`src/hw/rtl/cmpsh_pkg.sv`:
```
// Package for the compass heading block: widths, fixed-point constants,
// the CORDIC arctangent table and the item type passed along the cell chain.
// No dependencies; every other file of the block imports it.
package cmpsh_pkg;

	localparam int CORDIC_STEPS = 16;
	localparam int ATAN_LEN     = 24;
	localparam int NUM_CELLS    = (CORDIC_STEPS < ATAN_LEN) ? CORDIC_STEPS : ATAN_LEN;
	localparam int STEP_W       = 5;

	localparam int MAG_W    = 12;
	localparam int DECL_W   = 19;
	localparam int HEAD_W   = 16;
	localparam int PRESCALE = 20;
	localparam int XY_W     = 36;
	localparam int Z_W      = 28;
	localparam int H_W      = 30;
	localparam int HU_W     = 27;
	localparam int PROD_W   = 56;
	localparam int DEG_SHIFT = 40;

	localparam int PADDR_W = 3;
	localparam logic REG_DECL = 1'b0;

	localparam logic signed [Z_W-1:0]    HALF_PI_Q24 = 28'sd26353589;
	localparam logic signed [H_W-1:0]    TWO_PI_Q24  = 30'sd105414357;
	localparam logic signed [DECL_W-1:0] DECL_LIMIT  = 19'sd205887;
	localparam logic [PROD_W-1:0]        DEG_MUL     = 56'd375493621;
	localparam logic [HEAD_W:0]          HEAD_MAX    = 17'd36000;

	typedef struct packed {
		logic                   vld;
		logic                   zero;
		logic signed [XY_W-1:0] x;
		logic signed [XY_W-1:0] y;
		logic signed [Z_W-1:0]  z;
	} cordic_t;

	// Arctangent of 2^-i in radians times 2^24, rounded to nearest.
	function automatic logic [23:0] atan_q24(input logic [STEP_W-1:0] idx);
		logic [23:0] v;
		unique case (idx)
			5'd0:    v = 24'd13176795;
			5'd1:    v = 24'd7778716;
			5'd2:    v = 24'd4110060;
			5'd3:    v = 24'd2086331;
			5'd4:    v = 24'd1047214;
			5'd5:    v = 24'd524117;
			5'd6:    v = 24'd262123;
			5'd7:    v = 24'd131069;
			5'd8:    v = 24'd65536;
			5'd9:    v = 24'd32768;
			5'd10:   v = 24'd16384;
			5'd11:   v = 24'd8192;
			5'd12:   v = 24'd4096;
			5'd13:   v = 24'd2048;
			5'd14:   v = 24'd1024;
			5'd15:   v = 24'd512;
			5'd16:   v = 24'd256;
			5'd17:   v = 24'd128;
			5'd18:   v = 24'd64;
			5'd19:   v = 24'd32;
			5'd20:   v = 24'd16;
			5'd21:   v = 24'd8;
			5'd22:   v = 24'd4;
			5'd23:   v = 24'd2;
			default: v = 24'd0;
		endcase
		return v;
	endfunction

endpackage

```
`src/hw/rtl/cmpsh_post.sv`:
```
// Back end of the pipeline: adds the saturated declination, wraps into
// [0, 2*pi] and scales radians to hundredths of a degree by a constant multiply.
// Depends on cmpsh_pkg.
module cmpsh_post
	import cmpsh_pkg::*;
(
	input  logic                     clk,
	input  logic                     arst_n,
	input  logic                     en,
	input  cordic_t                  cell_in,
	input  logic signed [DECL_W-1:0] declination,
	output logic                     vld_s2,
	output logic [PROD_W-1:0]        prod_s2
);

	logic signed [DECL_W-1:0] dsat;
	logic signed [Z_W-1:0]    ang;
	logic signed [H_W-1:0]    h0;
	logic signed [H_W-1:0]    h1;
	logic signed [H_W-1:0]    h2;
	logic signed [H_W-1:0]    h3;
	logic                     vld_s1;
	logic [HU_W-1:0]          h_s1;

	always_comb begin
		priority if (declination > DECL_LIMIT) begin
			dsat = DECL_LIMIT;
		end else if (declination < -DECL_LIMIT) begin
			dsat = -DECL_LIMIT;
		end else begin
			dsat = declination;
		end
		ang = cell_in.zero ? '0 : cell_in.z;
		h0  = {{(H_W-Z_W){ang[Z_W-1]}}, ang}
			+ {{(H_W-DECL_W-8){dsat[DECL_W-1]}}, dsat, 8'd0};
		h1  = h0[H_W-1] ? h0 + TWO_PI_Q24 : h0;
		h2  = (h1 > TWO_PI_Q24) ? h1 - TWO_PI_Q24 : h1;
		priority if (h2[H_W-1]) begin
			h3 = '0;
		end else if (h2 > TWO_PI_Q24) begin
			h3 = TWO_PI_Q24;
		end else begin
			h3 = h2;
		end
	end

	always_ff @(posedge clk or negedge arst_n) begin
		if (!arst_n) begin
			vld_s1 <= 1'b0;
			vld_s2 <= 1'b0;
		end else if (en) begin
			vld_s1 <= cell_in.vld;
			vld_s2 <= vld_s1;
		end
	end

	always_ff @(posedge clk) begin
		if (en) begin
			h_s1    <= h3[HU_W-1:0];
			prod_s2 <= PROD_W'(h_s1) * DEG_MUL;
		end
	end

endmodule
```
`config.mk`:
```
export PLATFORM = sky130hd
export DESIGN_NAME = cmpsh_post
export DESIGN_NICKNAME = d
export VERILOG_FILES = /design/src/hw/rtl/cmpsh_pkg.sv /design/src/hw/rtl/cmpsh_post.sv
export SDC_FILE = /design/constraint.sdc
export NUM_CORES = 1
export LEC_CHECK = 0
export ABC_AREA = 1
export ABC_CLOCK_PERIOD_IN_PS = 17300
export BUFFER_PORTS_ARGS = -buffer_cell sky130_fd_sc_hd__buf_2
export CORE_MARGIN = 2
export CORE_UTILIZATION = 50
export DETAILED_ROUTE_END_ITERATION = 7
export PLACE_DENSITY_LB_ADDON = 0.15
export SYNTH_ARGS = -nofsm -noshare
export SYNTH_HDL_FRONTEND = slang
export SYNTH_SLANG_ARGS = --single-unit
```
`constraint.sdc`:
```
create_clock -name clk -period 17.3 [get_ports clk]
set_input_delay 1.73 -clock clk [delete_from_list [all_inputs] [get_ports clk]]
set_output_delay 1.73 -clock clk [all_outputs]
set_load 0.1 [all_outputs]
```
# Word level (Yosys, flattened, before mapping)
# Index checks and enable logic that the tools add are counted.
# classes
n_reduce_logical	1
muxes	6
n_lt_le_gt_ge	4
addsub	3
n_mul	1
# ops
operator	n
30-bit by 28-bit > comparator with 1-bit output, second input constant	2
30-bit 2-to-1 mux	2
27-bit by 29-bit multiplier with 56-bit output, second input constant	1
19-bit 2-to-1 mux	2
29-bit by 28-bit adder with 30-bit output, second input constant	1
30-bit by 28-bit subtractor with 30-bit output, second input constant	1
28-bit by 27-bit adder with 29-bit output	1
28-bit 2-to-1 mux	1
27-bit 2-to-1 mux	1
19-bit > comparator, second input constant	1
19-bit less-than comparator, second input constant	1
2-bit OR reduction	1
# word_totals
in_bits	124
word_cells	20
output_inout_bits	57
register_bits	85

# Longest topological paths before layout
# depth
word_depth	10
depth_mapped	53
ltp_nobuf	50

# Least setup slack after synthesis
# OpenSTA, ideal clock, no wires.
# synth_timing
kind	input to register
from	in declination[2]
to	reg h_s1[17], data pin
path_stages	48
arrival_ns	7.227
path_buffers	5
t_required_ns	17.039
slack_ns	9.811
path_cell_list	nor2_1 > nand3_1 > nor3_1 > o21ai_0 > a31oi_1 > nor3_1 > o31ai_1 > ha_1 > inv_1 > clkbuf_1 > nand3_1 > ha_1 > fa_1 > nand3_1 > nand2_1 > nand3_2 > nand3_2 > nand2_4 > [12 not listed] > nand2_1 > nand3_1 > nand2_2 > nand2_4 > a21oi_4 > buf_6 > nand2_1 > o21ai_1 > nand2_1 > nor2_1 > nand2_1 > nor2_1 > nand2_1 > nand2_2 > nand2_4 > nand2_4 > buf_8 > nor2_2
# synth_between
elab_chain_len	10
elab_cells_between_ends	12
cone_classes	add/sub: 3; order compare: 4; mux: 4; reduce/logical: 1
# synth_rtl
item	line	source
from (decl)	cmpsh_post.sv:11	input logic signed [DECL_W-1:0] declination,
19-bit less-than comparator	cmpsh_post.sv:28	end else if (declination < -DECL_LIMIT) begin
19-bit 2-to-1 mux	cmpsh_post.sv:28	
19-bit 2-to-1 mux *	cmpsh_post.sv:26	priority if (declination > DECL_LIMIT) begin
28-bit by 27-bit adder with 29-bit output *	cmpsh_post.sv:35	+ {{(H_W-DECL_W-8){dsat[DECL_W-1]}}, dsat, 8'd0};
29-bit by 28-bit adder with 30-bit output	cmpsh_post.sv:36	h1 = h0[H_W-1] ? h0 + TWO_PI_Q24 : h0;
30-bit 2-to-1 mux *	cmpsh_post.sv:36	
30-bit by 28-bit subtractor with 30-bit output or 30-bit by 28-bit > comparator with 1-bit output (tied branches)	cmpsh_post.sv:37	h2 = (h1 > TWO_PI_Q24) ? h1 - TWO_PI_Q24 : h1;
30-bit 2-to-1 mux *	cmpsh_post.sv:37	
30-bit by 28-bit > comparator with 1-bit output	cmpsh_post.sv:40	end else if (h2 > TWO_PI_Q24) begin
2-bit OR reduction (no line)	--	
to (signal assigned)	cmpsh_post.sv:59	h_s1 <= h3[HU_W-1:0];
to (decl)	cmpsh_post.sv:23	logic [HU_W-1:0] h_s1;
# Every way passes the cells marked *; elsewhere a longest branch is shown, timed or not.
# A chain may end at the register's enable or synchronous reset.

# Final worst setup path
# layout_timing
from	reg h_s1[0]
to	reg prod_s2[52], data pin
# layout_between
elab_chain_len	1
# layout_rtl
item	line	source
27-bit by 29-bit multiplier with 56-bit output	cmpsh_post.sv:60	prod_s2 <= PROD_W'(h_s1) * DEG_MUL;
to (signal assigned)	cmpsh_post.sv:60	
to (decl)	cmpsh_post.sv:13	output logic [PROD_W-1:0] prod_s2
# No other way between the ends.

==> metrics.md <==
| Metric | Value |
|---|---|
| Placed cells | `about 3100` |
| Total Wirelength | `51.1 mm` |
| Fin worst setup slack | `8.87 ns` |
| Flops & latches, synth | `85` |
| RSZ-0062 raised after global routing | `false` |
| Cell Count, Final, Fillers Out | `3107` |
| Mux contribution to synthesized area | `0` |
| Area of the multi-input gates | `roughly 0.016 mm^2` |
| Synth Area in XOR/XNOR | `0.0329` |
| Worst slew margin | `0.484` |
| Worst-path fanout max | `6` |
| Crit-path slowest cell | `fa_1` |
| Die width | `between 200 and 250 um` |
| Setup Viol. Count Final | `0` |
| CP Data Required Time | `17.43 ns` |
| Async S/R FF share, synth | `0.0235` |
| Max_cap viols | `0` |
| Pre-CTS setup slack | `around 8.6 ns` |
| Synthesized area per cell | `8.32 um^2` |
| H-tree lvl count | `3` |
| Synth Cell Area | `around 0.021 mm^2` |
| First-pass GRT wire length | `approximately 84 mm` |
| Grt ovf | `0` |
| PortBufs | `about 110` |
| Setup Crit Path Kind | `flop to flop` |
| Detail Route Antenna Nets | `0` |
| Top cells by area, synth | `fa_1 28%, ha_1 20%, edfxtp_1 12%, inv_1 11%, nand2_1 8.4%` |
| FMAX | `0.119 GHz` |
| Sequential fraction of the synthesis area | `0.124` |
| Top cell by count, worst path | `inv_1` |
| Fin crit period | `around 8.4 ns` |
| EDFF count, synth | `83` |
| Core Util, Final | `0.538` |
| Clock Skew | `roughly 0.012 ns` |
| Post-synth top area cell | `fa_1` |
| Synth cell count leaders | `591 x inv_1, 461 x nand2_1, 327 x ha_1, 291 x fa_1, 154 x nor2_1` |
| Fraction of layout cells with a size suffix above 1 | `0.0854` |
| Vias per cell | `~5.1` |
| Synth-to-layout area growth | `6.61%` |
| Drt first pass iters | `5` |
| Outcome | `finished, final reports clean` |
| Synth Area in Compound Gates | `0.0568` |
| HPWL after DPL | `about 45 mm` |
| Synth Area in Simple Gates | `0.184` |
| Syn nets | `around 3200` |
| I/O pins | `between 150 and 200` |
| Clock buffer depth | `2` |
| Sequential cell area | `0.00254 mm^2` |
| Antenna Diode Count | `0` |
| Yosys warns | `0` |
| Synth top area share | `0.284` |
| # fillers | `slightly below 4000` |
| Synth Instances | `approximately 2500` |
| Clock Latency Late Sink | `between 0.3 and 0.4 ns` |
| Wirelength per Cell | `between 15 and 20 um` |
| Iteration-0 DRC Markers | `approximately 710` |
| CTS Hold Bufs | `0` |
| Startpoint Class | `flop` |
| Critical Path End Type | `flop` |
| Initial antenna violation count | `0` |
| CTS tree | `done` |
| DRC violations left | `0` |
| CTS Buf Count | `9` |
| Placer Congestion | `between 0.9 and 1` |
| Total GRT Usage | `0.256` |
| Layout Nets | `3312` |
| Worst Max-Slew Pin Slew | `0.765 ns` |
| Postcts setup bufs | `0` |
| Largest net degree at the start of global routing | `54` |
| Root buffer cell | `clkbuf_16` |
| Largest family of logic cells by synthesized area | `adder cells` |
| Placement row count | `74` |
| Die area | `0.0427 mm^2` |
| Initial core utilization | `0.505` |
| Final hold vios | `0` |
| Post-synth top flop | `edfxtp_1` |
| Pins Over Slew Limit | `0` |
| CP arrival | `about 8.6 ns` |
| Worst path max stage delay | `about 0.58 ns` |
| Setup TNS | `0 ns` |
| Vias in the first global route | `around 16000` |
| CTS Sinks | `between 80 and 90` |
| CTS clk-pin slew, worst paths | `about 0.070 ns` |
| Final clock period utilization by the worst path | `0.487` |
| HP Class | `flop to flop` |
| Die height | `between 200 and 250 um` |
| Count leader, synth | `inv_1` |
| Post-Synth Adder-Cell Area | `0.483` |
| Core ar. | `slightly above 0.04 mm^2` |
| Vias | `between 15000 and 20000` |
| Post-CTS Resized | `0` |
| Yosys cell types | `52` |
==> cell families (layout without fill, tap and decap cells) <==
logic type / after synthesis / count (layout)
and+or+nand+nor: 860 / 860
adders and majority gates: 618 / 618
xor gates and xnor gates: 77 / 77
buffers and inverters: 628 / 736
AOI/OAI and AO/OA: 199 / 199
DFF: 85 / 85
==> routing by layer <==
layer | global-route usage | vias to the layer above | routed length, um | part of all wire
met5 | 0 | - | 0 | 0
met1 | 0.334 | 7605 | 22700 | 0.44
met3 | 0.0276 | 64 | 1860 | 0.036
met4 | 0.0862 | 0 | 1580 | 0.031
met2 | 0.443 | 284 | 24900 | 0.49
li1 | - | 7878 | - | -
==> final timing paths <==
kind	startpoint	to	slack (ns)	cells past startpoint
worst min register to register	vld_s1	vld_s2	0.52	2
worst max register to register	h_s1[0]	prod_s2[52]	8.87	30
max in group asynchronous	arst_n	vld_s2	16.08	1
worst max-delay path	h_s1[0]	prod_s2[52]	8.87	30
min in group asynchronous	arst_n	vld_s1	1.12	1
worst min-delay path	vld_s1	vld_s2	0.52	2
==> state kept, by name (all words and copies together) (netlist names) <==
signal	count
h_s1	27
prod_s2	56
vld_s1	1
vld_s2	1
==> area by class of cell <==
cell class | instances | area share
multi-input combinational | 1754 | 0.710
sequential | 85 | 0.116
inverter | 610 | 0.105
tap | 532 | 0.0304
timing repair buffer | 110 | 0.0255
clock buffer | 9 | 0.0103
clock inverter | 7 | 0.00235
==> worst max-delay path: cells and delay by family (launching register included) <==
family	cells	cell delay, ns
compound gates	12	3.59
fa+ha+maj	7	3.01
buf+inv	7	0.60
flops	1	0.55
simple gates	3	0.29
xor+xnor	1	0.14
==> cells in the final DEF (no fill, tap or decap), types with 16 or more instances in the layout <==
master	instances
inv_1	591
xor2_1	60
nor3_1	19
edfxtp_1	83
nand4_1	23
nor2_2	21
nand2_1	461
fa_1	291
inv_2	16
ha_1	327
nor2_1	154
nand3_1	121
nand2_2	23
xnor2_1	17
buf_2	107
o21ai_0	48
a21oi_1	87
==> metrics by stage <==
step,hold WS [ns],instance area [um^2]
after global routing,0.563,21900
final,0.519,21900
after global placement,0.494,21600
after CTS,0.523,21900
after detailed placement,0.522,21600
after floorplan,0.478,20500
Power is left out: the tool's default activity adds up to more than one toggle a clock period on the data nets, which glitch-free logic cannot reach.
