<file path="src/hw/rtl/cmpsh_pkg.sv">
// Package for the compass heading block: widths, fixed-point constants,
// the CORDIC arctangent table and the item type passed along the cell chain.
// No dependencies; every other file of the block imports it.
package cmpsh_pkg;

	localparam int CORDIC_STEPS = 16;
	localparam int ATAN_LEN     = 24;
	localparam int NUM_CELLS    = (CORDIC_STEPS < ATAN_LEN) ? CORDIC_STEPS : ATAN_LEN;
	localparam int STEP_W       = 5;

	localparam int MAG_W    = 12;
	localparam int DECL_W   = 19;
	localparam int HEAD_W   = 16;
	localparam int PRESCALE = 20;
	localparam int XY_W     = 36;
	localparam int Z_W      = 28;
	localparam int H_W      = 30;
	localparam int HU_W     = 27;
	localparam int PROD_W   = 56;
	localparam int DEG_SHIFT = 40;

	localparam int PADDR_W = 3;
	localparam logic REG_DECL = 1'b0;

	localparam logic signed [Z_W-1:0]    HALF_PI_Q24 = 28'sd26353589;
	localparam logic signed [H_W-1:0]    TWO_PI_Q24  = 30'sd105414357;
	localparam logic signed [DECL_W-1:0] DECL_LIMIT  = 19'sd205887;
	localparam logic [PROD_W-1:0]        DEG_MUL     = 56'd375493621;
	localparam logic [HEAD_W:0]          HEAD_MAX    = 17'd36000;

	typedef struct packed {
		logic                   vld;
		logic                   zero;
		logic signed [XY_W-1:0] x;
		logic signed [XY_W-1:0] y;
		logic signed [Z_W-1:0]  z;
	} cordic_t;

	// Arctangent of 2^-i in radians times 2^24, rounded to nearest.
	function automatic logic [23:0] atan_q24(input logic [STEP_W-1:0] idx);
		logic [23:0] v;
		unique case (idx)
			5'd0:    v = 24'd13176795;
			5'd1:    v = 24'd7778716;
			5'd2:    v = 24'd4110060;
			5'd3:    v = 24'd2086331;
			5'd4:    v = 24'd1047214;
			5'd5:    v = 24'd524117;
			5'd6:    v = 24'd262123;
			5'd7:    v = 24'd131069;
			5'd8:    v = 24'd65536;
			5'd9:    v = 24'd32768;
			5'd10:   v = 24'd16384;
			5'd11:   v = 24'd8192;
			5'd12:   v = 24'd4096;
			5'd13:   v = 24'd2048;
			5'd14:   v = 24'd1024;
			5'd15:   v = 24'd512;
			5'd16:   v = 24'd256;
			5'd17:   v = 24'd128;
			5'd18:   v = 24'd64;
			5'd19:   v = 24'd32;
			5'd20:   v = 24'd16;
			5'd21:   v = 24'd8;
			5'd22:   v = 24'd4;
			5'd23:   v = 24'd2;
			default: v = 24'd0;
		endcase
		return v;
	endfunction

endpackage

</file>
<file path="src/hw/rtl/cmpsh_prerot.sv">
// Entry cell of the CORDIC chain: scales the reading to the working format
// and turns vectors in the left half plane by a quarter turn.
// Depends on cmpsh_pkg.
module cmpsh_prerot
	import cmpsh_pkg::*;
(
	input  logic                    clk,
	input  logic                    arst_n,
	input  logic                    en,
	input  logic                    in_vld,
	input  logic signed [MAG_W-1:0] mag_x,
	input  logic signed [MAG_W-1:0] mag_y,
	output cordic_t                 cell_s0
);

	logic signed [XY_W-1:0] xs;
	logic signed [XY_W-1:0] ys;
	cordic_t                nxt;

	always_comb begin
		xs = {{(XY_W-MAG_W-PRESCALE){mag_x[MAG_W-1]}}, mag_x, {PRESCALE{1'b0}}};
		ys = {{(XY_W-MAG_W-PRESCALE){mag_y[MAG_W-1]}}, mag_y, {PRESCALE{1'b0}}};
		nxt.vld  = in_vld;
		nxt.zero = (mag_x == '0) && (mag_y == '0);
		if (!xs[XY_W-1]) begin
			nxt.x = xs;
			nxt.y = ys;
			nxt.z = '0;
		end else if (!ys[XY_W-1]) begin
			nxt.x = ys;
			nxt.y = -xs;
			nxt.z = HALF_PI_Q24;
		end else begin
			nxt.x = -ys;
			nxt.y = xs;
			nxt.z = -HALF_PI_Q24;
		end
	end

	always_ff @(posedge clk or negedge arst_n) begin
		if (!arst_n) begin
			cell_s0 <= '0;
		end else if (en) begin
			cell_s0 <= nxt;
		end
	end

endmodule

</file>
<file path="config.mk">
export PLATFORM = sky130hd
export DESIGN_NAME = cmpsh_prerot
export DESIGN_NICKNAME = d
export VERILOG_FILES = /design/src/hw/rtl/cmpsh_pkg.sv /design/src/hw/rtl/cmpsh_prerot.sv
export SDC_FILE = /design/constraint.sdc
export NUM_CORES = 1
export LEC_CHECK = 0
export BUFFER_PORTS_ARGS = -buffer_cell sky130_fd_sc_hd__buf_2
export CORE_ASPECT_RATIO = 1.1
export CORE_UTILIZATION = 46
export DETAILED_ROUTE_END_ITERATION = 8
export GPL_ROUTABILITY_DRIVEN = 0
export PLACE_DENSITY = 0.93
export SLEW_MARGIN = 10
export SYNTH_ARGS = -nofsm -noshare
export SYNTH_HDL_FRONTEND = slang
export SYNTH_SLANG_ARGS = --single-unit
</file>
<file path="constraint.sdc">
create_clock -name clk -period 1.35 [get_ports clk]
set_clock_uncertainty 0.15 [all_clocks]
set_input_delay 0.135 -clock clk [delete_from_list [all_inputs] [get_ports clk]]
set_output_delay 0.135 -clock clk [all_outputs]
set_load 0.02 [all_outputs]
</file>
## Word-level counts from Yosys, hierarchy flattened

Cells that the tools add are included.

| storage, ports and cells | value |
|---|---|
| input bits | 28 |
| output and inout port bits | 102 |
| register bits after elaboration | 102 |
| word-level logic and storage cells | 12 |

| cells by class | value |
|---|---|
| add/subtract/negate cells | 2 |
| reductions and logical operators | 3 |
| multiplexer cells | 2 |

Operator list:

| operator | count |
|---|---|
| 2-to-1 mux 100 bit | 2 |
| negation 32 -> 36 bit | 2 |
| logical NOT 12 bit | 2 |
| logical AND 1 bit | 1 |

## Logic depth before layout (Yosys ltp)

Gate-level depths: netlist of run 1.

| logic depth | value |
|---|---|
| depth in word-level cells | 3 |
| mapped depth | 6 |
| depth with buffers taken out | 6 |

## Worst setup path after synthesis of run 1

OpenSTA, ideal clock, no wires.

| timing | value |
|---|---|
| kind | input to register |
| start point | input port mag_y[5] |
| end point | register cell_s0[92] in the netlist's numbering |
| buffers on the path | 1 |
| stages | 5 |
| required time | 1070 ps |
| data arrival time | 1158 ps |
| setup slack | -88 ps |
| library setup time | 130 ps |
| cells stage by stage | or3_1 buf_6 o41ai_2 xor2_1 o21ai_1 |

| on the way | value |
|---|---|
| cells in the longest elaborated chain, start to end | 3 |

Ends and longest elaborated chain:

| element | RTL line | text |
|---|---|---|
| start: declaration | cmpsh_prerot.sv:12 | `input logic signed [MAG_W-1:0] mag_y,` |
| negation 32 -> 36 bit | cmpsh_prerot.sv:34 | `nxt.x = -ys;` |
| 2-to-1 mux 100 bit | cmpsh_prerot.sv:29 | `end else if (!ys[XY_W-1]) begin` |
| 2-to-1 mux 100 bit | cmpsh_prerot.sv:25 | `if (!xs[XY_W-1]) begin` |
| end signal: assignment | cmpsh_prerot.sv:44 | `cell_s0 <= nxt;` |
| end: declaration | cmpsh_prerot.sv:13 | `output cordic_t cell_s0` |

No other way between the ends.
A chain may end at the register's enable or synchronous reset.

## Worst setup path in the final report of run 1

| timing | value |
|---|---|
| start point | input port mag_y[1] |
| end point | register cell_s0[91] in the netlist's numbering |

The elaborated chain is that of the path after synthesis.

==> run_results.csv, run 1 <==
group,metric,value,unit
status,outcome,"finished clean",
route,antenna_left,0,
floorplan,die_x,71.8,um
clocking,clock-sinks,35,
run,cap_viol_max_count,0,
synth,ys_types,42,
critical_path,max_stage_delay,490,ps
global_route,antenna_found_initial,0,
clocking,clockBufferDepth,2,
critical_path,end_kind,"flop",
clocking,tritoncts,"built",
global_route,grt_pass1_wl,9400,um
synth,synth_ff_type,"dfrtp_1",
synth,postSynthAreaPerCell,9.01,um^2
final_layout,top_regs,"cell_s0 x35",
synth,yosysTopAreaCellShare,35.5,%
critical_path,crit_buf_inv,1,
critical_path,crit_slowest_cell,"or3_1",
floorplan,rows,27,
sta,fin_crit,1290,ps
clocking,htree_levels,2,
synth,netlist_area,2470,um^2
power,ir_drop,0.848,mV
floorplan,design.core.area,5100,um^2
synth,syn-instance-count,274,
floorplan,initial_core_util,48.4,%
sta,worst_pin_slew,506,ps
synth,synth-async-reset-ratio,100,%
sta,setup_viol,0,
floorplan,io_pins,130,
clocking,cts-root-buf,"clkbuf_8",
critical_path,critPathLaunchType,"input pin",
synth,synthTopCellsByCount,"buf_4, dfrtp_1, o21ai_0",
global_route,grt_pass1_vias,1938,
route,wirelength,5970,um
sta,maxSlewHeadroom,66.0,%
worst_hold_path,hp-class,"in2reg",
clocking,clock_latency,290,ps
sta,fin_crit_sh,95.8,%
clocking,cts_buffers,5,
sta,rsz0062_at_grt,"false",
floorplan,die_h,78.8,um
place,io_buffer_count,89,
route,drt_pass1_iterations,4,
global_route,grt_max_degree,30,
final_layout,n_antenna_cell,0,
clocking,cts.clk_slew.worst_paths,80,ps
final_layout,synthToLayoutAreaGrowth,21.5,%
clocking,cts_setup_buffers,0,
global_route,gr-usage-all-layers,21.4,%
critical_path,cp.arrival,1320,ps
route,drtIter0Drc,209,
sta,hold-worst-slack,7.92,ps
critical_path,cp_max_fo,4,
route,via_per_inst,5.01,
floorplan,fp.dieArea,5660,um^2
synth,ys_seq_area_share,35.5,%
final_layout,drive_gt1_share,39.2,%
critical_path,crit_family,"simple AND/OR/NAND/NOR gates",
global_route,overflow,0,
sta,report.final.slew_viol_count,0,
synth,synth_most_common_cell,"buf_4",
place,hpwl,4500,um
synth,synth_top_area_cell,"dfrtp_1",
power,p_per_area,1070,nW/um^2
power,total_leakage_power,1.56,nW
synth,synth.area.top_cells,"dfrtp_1, buf_4, o21ai_0, nor2b_1, xnor2_1",
critical_path,cp.required,1380,ps
critical_path,path_cells,"buf_2 -> or3_1 -> o31ai_1 -> xor2_1 -> o21ai_1",
sta,fmax,0.773,GHz
route,routedWlPerCell,13.7,um
synth,ys_ff_latch,35,
final_layout,final_util,58.8,%
synth,yosysWarnings,0,
synth,synth_edf_count,0,
route,drc,0,
final_layout,nets,394,
final_layout,largest_register,"cell_s0",
final_layout,largest_reg_flops,35,
sta,hold_viol,0,
critical_path,critPathKind,"in2reg",
route,num_vias,2190,
cell families (layout without fill, tap and decap cells):
family	Yosys count	count (layout)	share of synthesized area [%]
xor+xnor	16	16	5.68
flops	35	35	35.5
mux	9	9	3.85
fa+ha+maj	2	2	1.01
other cells	1	40	0.152
buf+inv	96	148	25.1
simple gates	53	53	12.2
compound gates	62	62	16.5
power by group:
part | switching, mW | internal (mW)
combinational | 0.639 | 0.348
clock | 0.407 | 0.598
sequential | 0.0596 | 1.15
through the flow:
step	power [mW]	setup WS, ps	area, um^2	TNS, ps	instances
2_1_floorplan	1.98	-87.6	2620	-195	313
3_3_place_gp	2.17	-284	2850	-1690	427
3_5_place_dp	2.20	-360	2850	-2310	427
4_1_cts	3.21	6.42	2990	0	437
5_1_grt	3.36	6.08	3000	0	437
6_report	3.20	56.4	3000	0	437
metal layers:
layer  vias up  part of all wire (%)  GRT usage (%)
li1       1005                     -              -
met1      1055                    43           27.3
met2       113                    49           36.1
met3        17                   6.2           3.55
met4         0                   2.5           8.24
met5         -                     0              0
tightest hold or removal path, stage by stage:
cell and delay (ps):
buf_2 110, a31oi_1 80, o21ai_0 80
what timing repair did:
action,CTS,global route
gates resized for setup,1,4
pin swaps,0,3
endpoints found under the hold margin,36,0
endpoints found under the setup margin,1,30
hold buffers,2,0
worst paths after layout:
path                        startpoint     endpoint  slack, ps  depth (start not counted)
max reg2reg                cell_s0[53]  cell_s0[53]        260                          2
max in group asynchronous       arst_n  cell_s0[24]        470                          3
max                           mag_y[1]  cell_s0[91]         60                          5
min                          mag_y[10]  cell_s0[58]          8                          3
min reg2reg                cell_s0[86]  cell_s0[86]        340                          1
min in group asynchronous       arst_n  cell_s0[52]        140                          2
cells in the final DEF, fill, tap and decap left out, types with 2 or more instances in the layout:
cell type / count
nor2b_1: 14
mux2i_1: 5
conb_1: 40
nand2_1: 4
a31oi_1: 11
buf_4: 32
mux2_2: 4
xor2_1: 7
dlygate4sd3_1: 2
nor4_1: 2
ha_1: 2
or3_1: 4
a211oi_1: 2
a21oi_1: 8
o221ai_1: 3
buf_2: 89
nor3_1: 4
dfrtp_1: 33
inv_1: 16
nor2_1: 12
o21ai_1: 5
o21ai_0: 18
xnor2_1: 9
nand3_1: 6
o31ai_1: 4
clkbuf_8: 6
a21o_1: 2
dfrtp_2: 2
final cells by class:
type / count / area [um^2]
fillers: 452 / 2100
multi-input cells: 182 / 1130
flip-flops and latches: 35 / 878
repair buffers: 124 / 726
well taps: 72 / 90.1
clock buffers: 6 / 82.6
inverters: 16 / 60.1
clock inverters: 2 / 35.0
No activity file was read; power rests on OpenSTA's default activity.
==> run 2, diff against run 1 <==
--- a/config.mk
+++ b/config.mk
@@ -5,12 +5,13 @@
 export SDC_FILE = /design/constraint.sdc
 export NUM_CORES = 1
 export LEC_CHECK = 0
+export ABC_AREA = 1
 export BUFFER_PORTS_ARGS = -buffer_cell sky130_fd_sc_hd__buf_2
 export CORE_ASPECT_RATIO = 1.1
-export CORE_UTILIZATION = 46
+export CORE_UTILIZATION = 47
 export DETAILED_ROUTE_END_ITERATION = 8
 export GPL_ROUTABILITY_DRIVEN = 0
-export PLACE_DENSITY = 0.93
+export PLACE_DENSITY = 0.94
 export SLEW_MARGIN = 10
 export SYNTH_ARGS = -nofsm -noshare
 export SYNTH_HDL_FRONTEND = slang
==> run 2 against run 1 <==
  * Non-clock buffer count down 21
  * Cell area down 1.8%
  * Count of clock-buffer cells in the layout up 1
  * First-iteration DRC count up 25%
  * Critical path depth down 4
  * Die area up 4.1%
  * Via count up 16%
  * Combinational power down 5.3%
  * Setup slack better by 55 ps
  * Fmax up 4.5%
==> run_results.csv, run 2 <==
group,metric,value,unit
global_route,gr-usage-all-layers,22.9,%
final_layout,final_common_cell,"nand2_1",
power,swShare,37.9,%
critical_path,r2r_end,"cell_s0[24]",
floorplan,fp.dieArea,5890,um^2
synth,synth_most_common_cell,"nand2_1",
critical_path,path_cells,"buf_2",
critical_path,crit_buf_inv,1,
floorplan,die_h,80.4,um
synth,synthTopCellsByCount,"nand2_1, buf_4, dfrtp_1",
route,num_vias,2530,
synth,postSynthAreaPerCell,7.14,um^2
place,hpwl,4800,um
final_layout,drive_gt1_share,30.0,%
synth,ys_types,27,
final_layout,nets,465,
sta,hold_viol,0,
route,drtIter0Drc,262,
critical_path,crit_slowest_cell,"dfrtp_2",
route,drt_pass1_iterations,5,
critical_path,critPathKind,"reg2out",
run,cap_viol_max_count,0,
global_route,overflow,0,
critical_path,critPathLaunchType,"flop",
power,p_comb_share,32.6,%
clocking,cts.clk_slew.worst_paths,70,ps
floorplan,design.core.area,5400,um^2
synth,syn-instance-count,368,
sta,setup_viol,0,
synth,synth_edf_count,0,
global_route,grt_pass1_vias,2163,
clocking,cts_buffers,5,
synth,synth_ff_type,"dfrtp_1",
floorplan,rows,28,
critical_path,cp.required,1070,ps
synth,synth_top_area_cell,"dfrtp_1",
power,seq_power_share,41.8,%
clocking,clockBufferDepth,2,
critical_path,cp_max_fo,14,
final_layout,largest_reg_flops,35,
synth,synth.area.top_cells,"dfrtp_1, buf_4, nand2_1, a21oi_1, nand3_1",
place,dpl_cell_area,2830,um^2
sta,fin_ws,112,ps
route,via_per_inst,4.95,
critical_path,reg2reg_depth,2,
sta,fin_crit_sh,91.7,%
clocking,clock_latency,290,ps
worst_hold_path,hold_path_startpoint,"mag_y[1]",
place,io_buffer_count,89,
route,routedWlPerCell,12.5,um
critical_path,ff2ff_setup_slack,430,ps
status,outcome,"finished clean",
floorplan,initial_core_util,48.7,%
synth,synth-async-reset-ratio,100,%
power,total_leakage_power,1.68,nW
final_layout,largest_register,"cell_s0",
final_layout,n_antenna_cell,0,
global_route,grt_pass1_wl,10200,um
clocking,clock-sinks,35,
clocking,cts_setup_buffers,0,
final_layout,mostFrequentLayoutCells,"nand2_1, buf_2, conb_1",
synth,ys_seq_area_share,33.3,%
final_layout,finalInstanceArea,2950,um^2
worst_hold_path,hold_end,"cell_s0[85]",
synth,yosysTopAreaCellShare,33.3,%
worst_hold_path,min_path_cells,3,
power,p_int,1.78,mW
final_layout,synthToLayoutAreaGrowth,12.1,%
power,p_per_area,975,nW/um^2
critical_path,max_stage_delay,460,ps
power,finalPower,2.87,mW
route,antenna_left,0,
critical_path,crit_family,"flip-flops",
synth,ys_ff_latch,35,
final_layout,top_regs,"cell_s0 x35",
sta,fmax,0.808,GHz
critical_path,cp.arrival,950,ps
floorplan,io_pins,130,
route,wirelength,6360,um
power,p_sw,1.09,mW
global_route,grt_max_degree,28,
clocking,tritoncts,"built",
place,dp_slack,-38.6,ps
synth,yosysWarnings,0,
floorplan,die_x,73.3,um
route,drc,0,
final_layout,final_util,54.6,%
sta,hold-worst-slack,8.62,ps
clocking,htree_levels,2,
clocking,cts-root-buf,"clkbuf_8",
power,ir_drop,0.449,mV
critical_path,end_kind,"output port",
sta,fin_crit,1240,ps
critical_path,r2r_start,"cell_s0[24]",
sta,rsz0062_at_grt,"false",
global_route,antenna_found_initial,0,
synth,netlist_area,2630,um^2
sta,report.final.slew_viol_count,0,
worst_hold_path,hp-class,"in2reg",
power,pwr-share-clk,25.6,%
==> run 2: cell types whose count changed after synthesis, sizes merged, moves of 9 or more <==
cell,delta
xnor2,-9
inv,+16
nand3,+24
a31oi,-9
nand2,+98
nor2,+11
a21oi,+21
nor2b,-14
==> run 2: power by group through the flow <==
stage	clock network [mW]	registers [mW]	logic [mW]
after floorplan	0	1.34	0.656
after detailed placement	0	1.22	0.923
final	0.736	1.20	0.935
after CTS	0.752	1.20	0.934
after global routing	0.807	1.21	1.02
after global placement	0	1.22	0.901
==> run 2: cells by family after synthesis <==
group / after synthesis / synth area share, %
AOI/OAI and AO/OA: 58 / 11.8
other: 1 / 0.143
adders and majority gates: 2 / 0.952
xor gates and xnor gates: 1 / 0.333
buffers and inverters: 114 / 27.7
and+or+nand+nor: 157 / 25.8
DFF: 35 / 33.3
==> run 2: worst register-to-register path, delay by kind of cell, from the launching register on <==
| kind | cells | cell delay [ps] |
|---|---|---|
| flops | 1 | 470 |
| simple gates | 1 | 100 |
| compound gates | 1 | 70 |
==> run 2: routing by layer <==
metal,track usage (%),wire length [um],share of wire (%)
met5,0,0,0
met2,36.3,3110,49
met3,4.89,588,9.2
met4,10.8,151,2.4
met1,29.6,2510,39
==> run 2: stage by stage <==
stage | TNS, ps | cells
after floorplan | 0 | 407
after global placement | 0 | 500
after detailed placement | -79.1 | 500
after CTS | 0 | 511
after global routing | 0 | 511
final | 0 | 511
==> run 2: area by class of cell <==
type	instances	area [um^2]
well taps	75	93.8
clock inverters	1	5.00
flip-flops and latches	35	878
multi-input cells	258	1170
inverters	32	125
clock buffers	7	76.3
repair buffers	103	596
fillers	547	2450
==> run 2: timing repair <==
item / in CTS / in global routing
hold endpoints to repair: 37 / 0
endpoints found under the setup margin: 0 / 27
hold buffers: 3 / 0
resized for setup: 0 / 2
==> run 2: how the worst max path moves through the flow <==
stage,startpoint,to,slack [ps],cells after the start
3_3_place_gp,mag_y[0],cell_s0[92],8,10
6_report,cell_s0[24],cell_s0[17],110,1
4_1_cts,cell_s0[26],cell_s0[14],7,1
5_1_grt,cell_s0[24],cell_s0[17],50,1
2_1_floorplan,cell_s0[26],cell_s0[13],220,1
3_5_place_dp,mag_x[1],cell_s0[100],-40,7
